File: src/hw/rtl/aes_pkg.sv
`default_nettype none
package aes_pkg;

    typedef struct packed {
        logic [63:0] data_high;
        logic [63:0] data_low;
        logic        chain_start;
        logic [4:0]  valid_bytes;
    } t_in_item;

    typedef struct packed {
        logic [63:0] result_high;
        logic [63:0] result_low;
    } t_out_item;

    localparam logic [2:0] REG_KEY_HIGH = 3'd0;
    localparam logic [2:0] REG_KEY_LOW  = 3'd1;
    localparam logic [2:0] REG_IV_HIGH  = 3'd2;
    localparam logic [2:0] REG_IV_LOW   = 3'd3;
    localparam logic [2:0] REG_DECRYPT  = 3'd4;
    localparam logic [2:0] REG_CHAIN    = 3'd5;

    localparam logic [7:0] PAD_BYTE = 8'h80;
    localparam logic [7:0] GF_POLY  = 8'h1b;
    localparam int         NUM_RKEYS = 44;

    localparam logic [7:0] SBOX [256] = '{
    8'h63,8'h7c,8'h77,8'h7b,8'hf2,8'h6b,8'h6f,8'hc5,8'h30,8'h01,8'h67,8'h2b,8'hfe,8'hd7,8'hab,8'h76,
    8'hca,8'h82,8'hc9,8'h7d,8'hfa,8'h59,8'h47,8'hf0,8'had,8'hd4,8'ha2,8'haf,8'h9c,8'ha4,8'h72,8'hc0,
    8'hb7,8'hfd,8'h93,8'h26,8'h36,8'h3f,8'hf7,8'hcc,8'h34,8'ha5,8'he5,8'hf1,8'h71,8'hd8,8'h31,8'h15,
    8'h04,8'hc7,8'h23,8'hc3,8'h18,8'h96,8'h05,8'h9a,8'h07,8'h12,8'h80,8'he2,8'heb,8'h27,8'hb2,8'h75,
    8'h09,8'h83,8'h2c,8'h1a,8'h1b,8'h6e,8'h5a,8'ha0,8'h52,8'h3b,8'hd6,8'hb3,8'h29,8'he3,8'h2f,8'h84,
    8'h53,8'hd1,8'h00,8'hed,8'h20,8'hfc,8'hb1,8'h5b,8'h6a,8'hcb,8'hbe,8'h39,8'h4a,8'h4c,8'h58,8'hcf,
    8'hd0,8'hef,8'haa,8'hfb,8'h43,8'h4d,8'h33,8'h85,8'h45,8'hf9,8'h02,8'h7f,8'h50,8'h3c,8'h9f,8'ha8,
    8'h51,8'ha3,8'h40,8'h8f,8'h92,8'h9d,8'h38,8'hf5,8'hbc,8'hb6,8'hda,8'h21,8'h10,8'hff,8'hf3,8'hd2,
    8'hcd,8'h0c,8'h13,8'hec,8'h5f,8'h97,8'h44,8'h17,8'hc4,8'ha7,8'h7e,8'h3d,8'h64,8'h5d,8'h19,8'h73,
    8'h60,8'h81,8'h4f,8'hdc,8'h22,8'h2a,8'h90,8'h88,8'h46,8'hee,8'hb8,8'h14,8'hde,8'h5e,8'h0b,8'hdb,
    8'he0,8'h32,8'h3a,8'h0a,8'h49,8'h06,8'h24,8'h5c,8'hc2,8'hd3,8'hac,8'h62,8'h91,8'h95,8'he4,8'h79,
    8'he7,8'hc8,8'h37,8'h6d,8'h8d,8'hd5,8'h4e,8'ha9,8'h6c,8'h56,8'hf4,8'hea,8'h65,8'h7a,8'hae,8'h08,
    8'hba,8'h78,8'h25,8'h2e,8'h1c,8'ha6,8'hb4,8'hc6,8'he8,8'hdd,8'h74,8'h1f,8'h4b,8'hbd,8'h8b,8'h8a,
    8'h70,8'h3e,8'hb5,8'h66,8'h48,8'h03,8'hf6,8'h0e,8'h61,8'h35,8'h57,8'hb9,8'h86,8'hc1,8'h1d,8'h9e,
    8'he1,8'hf8,8'h98,8'h11,8'h69,8'hd9,8'h8e,8'h94,8'h9b,8'h1e,8'h87,8'he9,8'hce,8'h55,8'h28,8'hdf,
    8'h8c,8'ha1,8'h89,8'h0d,8'hbf,8'he6,8'h42,8'h68,8'h41,8'h99,8'h2d,8'h0f,8'hb0,8'h54,8'hbb,8'h16
    };

    function automatic logic [7:0] xt(input logic [7:0] a);
        xt = {a[6:0], 1'b0} ^ (a[7] ? GF_POLY : 8'h00);
    endfunction

    function automatic logic [7:0] inv_sbox(input logic [7:0] v);
        logic [7:0] r;
        r = 8'h00;
        for (int i = 0; i < 256; i++) begin
            if (SBOX[i] == v) begin
                r = 8'(i);
            end
        end
        inv_sbox = r;
    endfunction

endpackage
`default_nettype wire

File: src/hw/rtl/aes_keysched.sv
`default_nettype none
module aes_keysched (
    input  wire logic         i_clk,
    input  wire logic         i_rst_n,
    input  wire logic         i_start,
    input  wire logic [127:0] i_key,
    input  wire logic [5:0]   i_rd_addr,
    output logic [31:0]       o_rd_data,
    output logic              o_busy
);
    import aes_pkg::*;

    logic [31:0] r_mem [NUM_RKEYS];
    logic [127:0] r_win;
    logic [5:0] r_idx;
    logic [7:0] r_rc;
    logic r_busy;
    logic [31:0] r_rd_data;
    logic [31:0] n_t;
    logic [31:0] n_rot;
    logic [31:0] n_word;

    always_comb begin
        n_rot = {r_win[23:0], r_win[31:24]};
        if (r_idx[1:0] == 2'd0) begin
            n_t = {SBOX[n_rot[31:24]] ^ r_rc, SBOX[n_rot[23:16]],
                   SBOX[n_rot[15:8]], SBOX[n_rot[7:0]]};
        end else begin
            n_t = r_win[31:0];
        end
        n_word = r_win[127:96] ^ n_t;
    end

    always_ff @(posedge i_clk) begin
        if (!i_rst_n) begin
            r_busy <= 1'b1;
            r_idx  <= 6'd0;
            r_rc   <= 8'h01;
            r_win  <= '0;
        end else if (i_start) begin
            r_busy <= 1'b1;
            r_idx  <= 6'd0;
            r_rc   <= 8'h01;
            r_win  <= i_key;
        end else if (r_busy) begin
            if (r_idx < 6'd4) begin
                r_mem[r_idx[5:0]] <= r_win[127 - 32 * r_idx[1:0] -: 32];
                if (r_idx == 6'd3) begin
                    r_idx <= 6'd4;
                end else begin
                    r_idx <= r_idx + 6'd1;
                end
            end else begin
                r_mem[r_idx] <= n_word;
                r_win <= {r_win[95:0], n_word};
                if (r_idx[1:0] == 2'd0) begin
                    r_rc <= xt(r_rc);
                end
                if (r_idx == 6'(NUM_RKEYS - 1)) begin
                    r_busy <= 1'b0;
                end
                r_idx <= r_idx + 6'd1;
            end
        end
        r_rd_data <= r_mem[i_rd_addr];
    end

    assign o_rd_data = r_rd_data;
    assign o_busy = r_busy;
endmodule
`default_nettype wire

File: config.mk
export PLATFORM = sky130hd
export DESIGN_NAME = aes_keysched
export DESIGN_NICKNAME = d
export VERILOG_FILES = /design/src/hw/rtl/aes_pkg.sv /design/src/hw/rtl/aes_keysched.sv
export SDC_FILE = /design/constraint.sdc
export NUM_CORES = 2
export LEC_CHECK = 0
export ABC_CLOCK_PERIOD_IN_PS = 11380
export BUFFER_PORTS_ARGS = -buffer_cell sky130_fd_sc_hd__buf_2
export CORE_UTILIZATION = 35
export CTS_CLUSTER_SIZE = 8
export DETAILED_ROUTE_END_ITERATION = 7
export SYNTH_ARGS = -nofsm -noshare
export SYNTH_HDL_FRONTEND = slang
export SYNTH_SLANG_ARGS = --single-unit
export TNS_END_PERCENT = 10
File: constraint.sdc
create_clock -name i_clk -period 11.38 [get_ports i_clk]
set_input_delay 1.138 -clock i_clk [delete_from_list [all_inputs] [get_ports i_clk]]
set_output_delay 1.138 -clock i_clk [all_outputs]
set_load 0.05 [all_outputs]
# Yosys cells after proc, flatten, opt, wreduce, memory -nomap -nowiden

Memories as Yosys holds them, arrays and structs flattened. A register that Yosys moved wholly into a read port is not among the register bits.
Index checks and enable logic that the tools add are counted.

Multiplexer cells: 29
Bitwise gates (word level): 10
$lt $le $gt $ge: 5
Add/sub/neg operators: 2
Eq/ne operators: 3
Reduce and logical (&&, ||, !) cells: 5
Shift operators: 1

Operator list:

| kind                  | count |
|---|---|
| $mux W128             | 3 |
| $shiftx A159 B33 Y32  | 1 |
| $mux W32              | 2 |
| $mux W8               | 8 |
| $ge A9 B9 Y1 const B  | 4 |
| $not A8 Y9            | 4 |
| $xor A32 B32 Y32      | 1 |
| $mux W1               | 13 |
| $mux W6               | 2 |
| $sub A7 B7 Y8 const A | 1 |
| $xor A8 B5 Y8         | 1 |
| $xor A8 B8 Y8         | 1 |
| $add A6 B1 Y6 const B | 1 |
| $eq A6 B2 Y1 const B  | 1 |
| $eq A6 B6 Y1 const B  | 1 |
| $lt A6 B3 Y1 const B  | 1 |
| $mux W5               | 1 |
| $reduce_and A3 Y1     | 1 |
| $logic_not A2 Y1      | 1 |
| $ne A2 B2 Y1 const B  | 1 |
| $not A1 Y1            | 2 |
| $reduce_and A2 Y1     | 1 |
| $reduce_bool A2 Y1    | 1 |
| $reduce_or A2 Y1      | 1 |
| $or A1 B1 Y1          | 1 |

Bits in read-only memories: 8192
Register bits: 143
Memories: 5
Memory bits (writable): 1408
Word-level logic and storage cells: 64
Input port bits: 137

Memory list:

| memory          | depth | bits a word | rd ports | clocked after memory_dff | wr ports | RTL line           | RTL |
|---|---|---|---|---|---|---|---|
| (no name shown) | 256   | 8           | 1        | 0                        | 0        | aes_keysched.sv:27 | `SBOX[n_rot[15:8]], SBOX[n_rot[7:0]]};` |
| (no name shown) | 256   | 8           | 1        | 0                        | 0        | aes_keysched.sv:27 |  |
| (no name shown) | 256   | 8           | 1        | 0                        | 0        | aes_keysched.sv:26 | `n_t = {SBOX[n_rot[31:24]] ^ r_rc, SBOX[n_rot[23:16]],` |
| (no name shown) | 256   | 8           | 1        | 0                        | 0        | aes_keysched.sv:26 |  |
| r_mem           | 44    | 32          | 1        | 1                        | 1        | aes_keysched.sv:13 | `logic [31:0] r_mem [NUM_RKEYS];` |

# Logic depth before layout (Yosys ltp)

Depth after elaboration: 10
Mapped depth: 17
Gate-level depth less buffers: 11

# Worst setup path after synthesis

OpenSTA, ideal clock, no wires.

Kind: register -> register
Start: register r_win[17]
End: memory r_mem[0][31] (data pin)
Path buffers: 6
Arrival time: 5116 ps
Slack: 5717 ps
Library setup time: 547 ps
Stages on the path, launching flop included: 18
Clock period less this slack: 5663 ps
Cell sequence: dfxtp_1 -> buf_2 -> buf_2 -> buf_2 -> buf_2 -> inv_1 -> ha_1 -> buf_2 -> clkbuf_1 -> nor2b_1 -> o31a_1 -> a2111oi_0 -> a31o_2 -> o22ai_1 -> xnor2_1 -> mux2i_1 -> xor2_1 -> o21ai_0

Longest elaborated chain between the ends: 8
Elaborated cells between the ends (all ways): 9
Classes of those cells: shift (1); mux (4); bitwise (3); memory (1)

Ends and longest elaborated chain:

| item                                        | RTL line           | RTL |
|---|---|---|
| start: declaration                          | aes_keysched.sv:14 | `logic [127:0] r_win;` |
| start signal: assignment                    | aes_keysched.sv:44 | `r_win <= i_key;` |
| start signal: assignment                    | aes_keysched.sv:55 | `r_win <= {r_win[95:0], n_word};` |
| $not A8 Y9 (not written as such)            | aes_keysched.sv:26 |  |
| $mem_v2 Z256 W8                             | -                  |  |
| $mux W8 (not written as such) (2 in series) | aes_keysched.sv:26 |  |
| $xor A8 B8 Y8                               | aes_keysched.sv:26 |  |
| $mux W32                                    | aes_keysched.sv:25 | `if (r_idx[1:0] == 2'd0) begin` |
| $xor A32 B32 Y32                            | aes_keysched.sv:31 | `n_word = r_win[127:96] ^ n_t;` |
| $mux W32 (no source line) *                 | -                  |  |
| end: declaration                            | aes_keysched.sv:13 |  |

Every way passes the cells marked *; elsewhere a longest branch is shown, timed or not. The select of a mux whose other input is x is not followed.

# Worst setup path in the final report

Start: register r_win[1]
End: memory r_mem[42][8] (data pin)

Longest elaborated chain between the ends: 7
Elaborated cells between the ends (all ways): 8
Classes of those cells: shift (1); mux (4); bitwise (2); memory (1)

Ends and longest elaborated chain:

| item                                        | RTL line |
|---|---|
| $not A8 Y9 (not written as such)            | aes_keysched.sv:27 |
| $mem_v2 Z256 W8                             | - |
| $mux W8 (not written as such) (2 in series) | aes_keysched.sv:27 |
| $mux W32                                    | aes_keysched.sv:25 |
| $xor A32 B32 Y32                            | aes_keysched.sv:31 |
| $mux W32 (no source line) *                 | - |

Marks and branches as above.

==> results.cfg <==
[run_status]
outcome = finished, final reports clean

[pwr]
pwr_density_cell_nw_per_um2 = 164
vdd_drop_max_uv = 172
p_leak_nw = 28.0

[worst_setup_path]
arrival_ns = 6.09
crit_type = reg -> reg
crit_chain = inv_1, ha_1, nor2b_1, nor2_1, mux4_2, o21ai_0, nor3_1, o31ai_1, mux2i_1, xor2_1, o21ai_4
crit_slowest_cell = o21ai_4
cp_max_fo = 44
cp.required_ns = 11.83
crit_path_start_kind = flip-flop
critPathCaptureType = flip-flop
slowest_delay_ns = 0.85
rr_worst_depth = 11

[worst_hold_path]
hold_class = reg -> reg
hold_depth = 2

[synthesis]
synthFlopType = edfxtp_1
syn_nets = 5761
ys_warn_count = 0
synth_cell_types = 92
synthCells = 5562
synth_edf_count = 1408
yosysSeqAreaShare_pct = 59.8
yosys.area.top_type_share_pct = 55.2
syn_area_per_cell_um2 = 13.8
synth_most_common_cell = edfxtp_1
ys_top_cells_by_area = edfxtp_1 55%, mux4_2 15%, dfxtp_1 4.6%
ys_ff_latch = 1583
synth.top_cells.by_count = 1408 x edfxtp_1, 502 x mux4_2, 490 x nand2_1
netlist_area_um2 = 76600
synth.largest_area_cell = edfxtp_1
async_reset_ff_share_pct = 0

[grt]
antenna_found_initial = 18
grt_pass1_wl_mm = 361
overflow = 0
grtUsageTotal_pct = 22.1
grt_max_degree = 97
grt_pass1_vias = 50300

[floorplan]
dieHeight_um = 470
ios = 170
design.core.area_um2 = 217000
start_util_pct = 35.2
rows = 171
dieArea_um2 = 221000
die_x_um = 470

[timing]
period_share_pct = 49.5
setup-violations-final = 0
finalHoldViolCount = 0
worst_pin_slew_ns = 1.27
finalCriticalPeriod_ns = 5.64
layout_setup_ws_ns = 5.74
final-max-slew-violation-count = 0
rsz0062_at_grt = false
fmax_mhz = 177
finClkSkew_ns = 0.0981
tns_ns = 0
maxSlewHeadroom_pct = 15.3

[cts]
ctsRootBufferMaster = clkbuf_16
cts_hold_buf = 0
cts.sinks = 1583
clkTransAtPathRegs_ns = 0.07
cts_setup_buffers = 0
ctsHtreeMaxLevel = 4
cts_buffers = 218
clock_path_buffers = 3
cts_tree = yes
ctsResizeCount = 0
clk_latency_ns = 0.86

[route]
firstDrtPassIters = 6
vias_per_cell = 6.11
wl_per_cell_um = 29.2
drt-initial-drc-count = 7464
drcViolationCount = 0
routed_wl_mm = 250
vias = 52300
antenna_left = 0

[run]
drv_cap = 0

[place]
portBuffers = 169
hpwl_mm = 149
dp.cells = 8186
dpl_worst_slack_ns = 5.75
place.gp.congestion = 0.980

[layout]
drive_gt1_share_pct = 21.2
stdcell_count = 8562
nets = 5752
area_delta_synth_final_pct = 13.5
==> critical path: cells and delay by family, from the launching register on <==
kind | cells | cell delay, ns
compound gates | 3 | 1.77
simple gates | 3 | 0.68
fa+ha+maj | 1 | 0.78
mux | 2 | 0.67
flops | 1 | 0.67
xor+xnor | 1 | 0.29
buf+inv | 1 | 0.35
==> flip-flops by register name, indices dropped and copies added, names as in the netlist <==
name	flops
o_busy	1
o_rd_data	32
r_idx	6
r_mem	1408
r_rc	8
r_win	128
==> cell usage in the layout, fill, tap and decap left out, types with 27 or more instances in the layout <==
cell type	netlist	layout
a211oi_1	69	69
a21oi_1	401	401
a311oi_1	56	56
a31oi_1	58	58
and2_1	27	27
and3_1	29	29
buf_2	150	164
buf_4	3	133
clkbuf_1	298	127
clkbuf_16	0	218
dfxtp_1	175	157
edfxtp_1	1408	1408
ha_1	62	61
inv_1	37	36
mux2i_1	107	107
mux4_2	502	502
nand2_1	490	489
nand2b_1	95	95
nand3_1	96	96
nor2_1	334	289
nor2_4	0	44
nor2b_1	73	73
nor3_1	108	108
o211ai_1	42	42
o21ai_0	307	284
o21ai_4	0	27
xor2_1	27	27
==> worst paths after layout <==
kind / from / end / slack (ns)
worst max-delay path: r_win[1] / r_mem[42][8] / 5.74
worst min-delay path: r_rc[1] / r_rc[2] / 0.50
worst max register to register: r_win[1] / r_mem[42][8] / 5.74
worst min register to register: r_rc[1] / r_rc[2] / 0.50
==> per-stage QoR <==
step	hold slack, ns	cell area (µm²)	util (%)	power, mW
2_1_floorplan	0.450	76600	-	7.67
3_3_place_gp	0.482	80500	37.0	8.26
3_5_place_dp	0.496	80500	37.0	8.26
4_1_cts	0.501	86900	40.0	14.3
5_1_grt	0.521	87000	40.0	14.7
6_report	0.501	87000	40.0	14.2
==> layout make-up <==
| cell class | count | area [µm²] |
|---|---|---|
| antenna | 8 | 20.0 |
| clock buffer | 348 | 5970 |
| clock inverter | 19 | 444 |
| fill | 20000 | 130000 |
| inverter | 46 | 175 |
| multi-input combinational | 3401 | 29100 |
| sequential | 1583 | 45800 |
| tap | 2854 | 3570 |
| timing repair buffer | 303 | 1910 |
==> logic make-up (layout without fill, tap and decap cells) <==
logic type	count (synthesis)	after routing	synth area share (%)
fa+ha+maj	64	64	1.04
other cells	0	8	0
xor+xnor	51	51	0.583
mux	619	619	16.3
buf+inv	578	716	3.21
simple gates	1389	1389	8.43
compound gates	1278	1278	10.7
flops	1583	1583	59.8
==> power breakdown <==
part | switching (mW) | internal, mW | total [mW]
registers | 0.0705 | 6.43 | 6.50
logic | 1.12 | 0.563 | 1.68
clock network | 2.46 | 3.59 | 6.05
total | 3.65 | 10.6 | 14.2
==> routing by layer <==
layer  up-vias  routed length [µm]  global-route usage (%)
li1      21900                   -                       -
met1     26900              103000                    30.8
met2      2999              117000                    34.9
met3       506               21800                    3.72
met4        10                8370                    7.37
met5         -                  72                       0
Power figures use the tool's default switching activity.
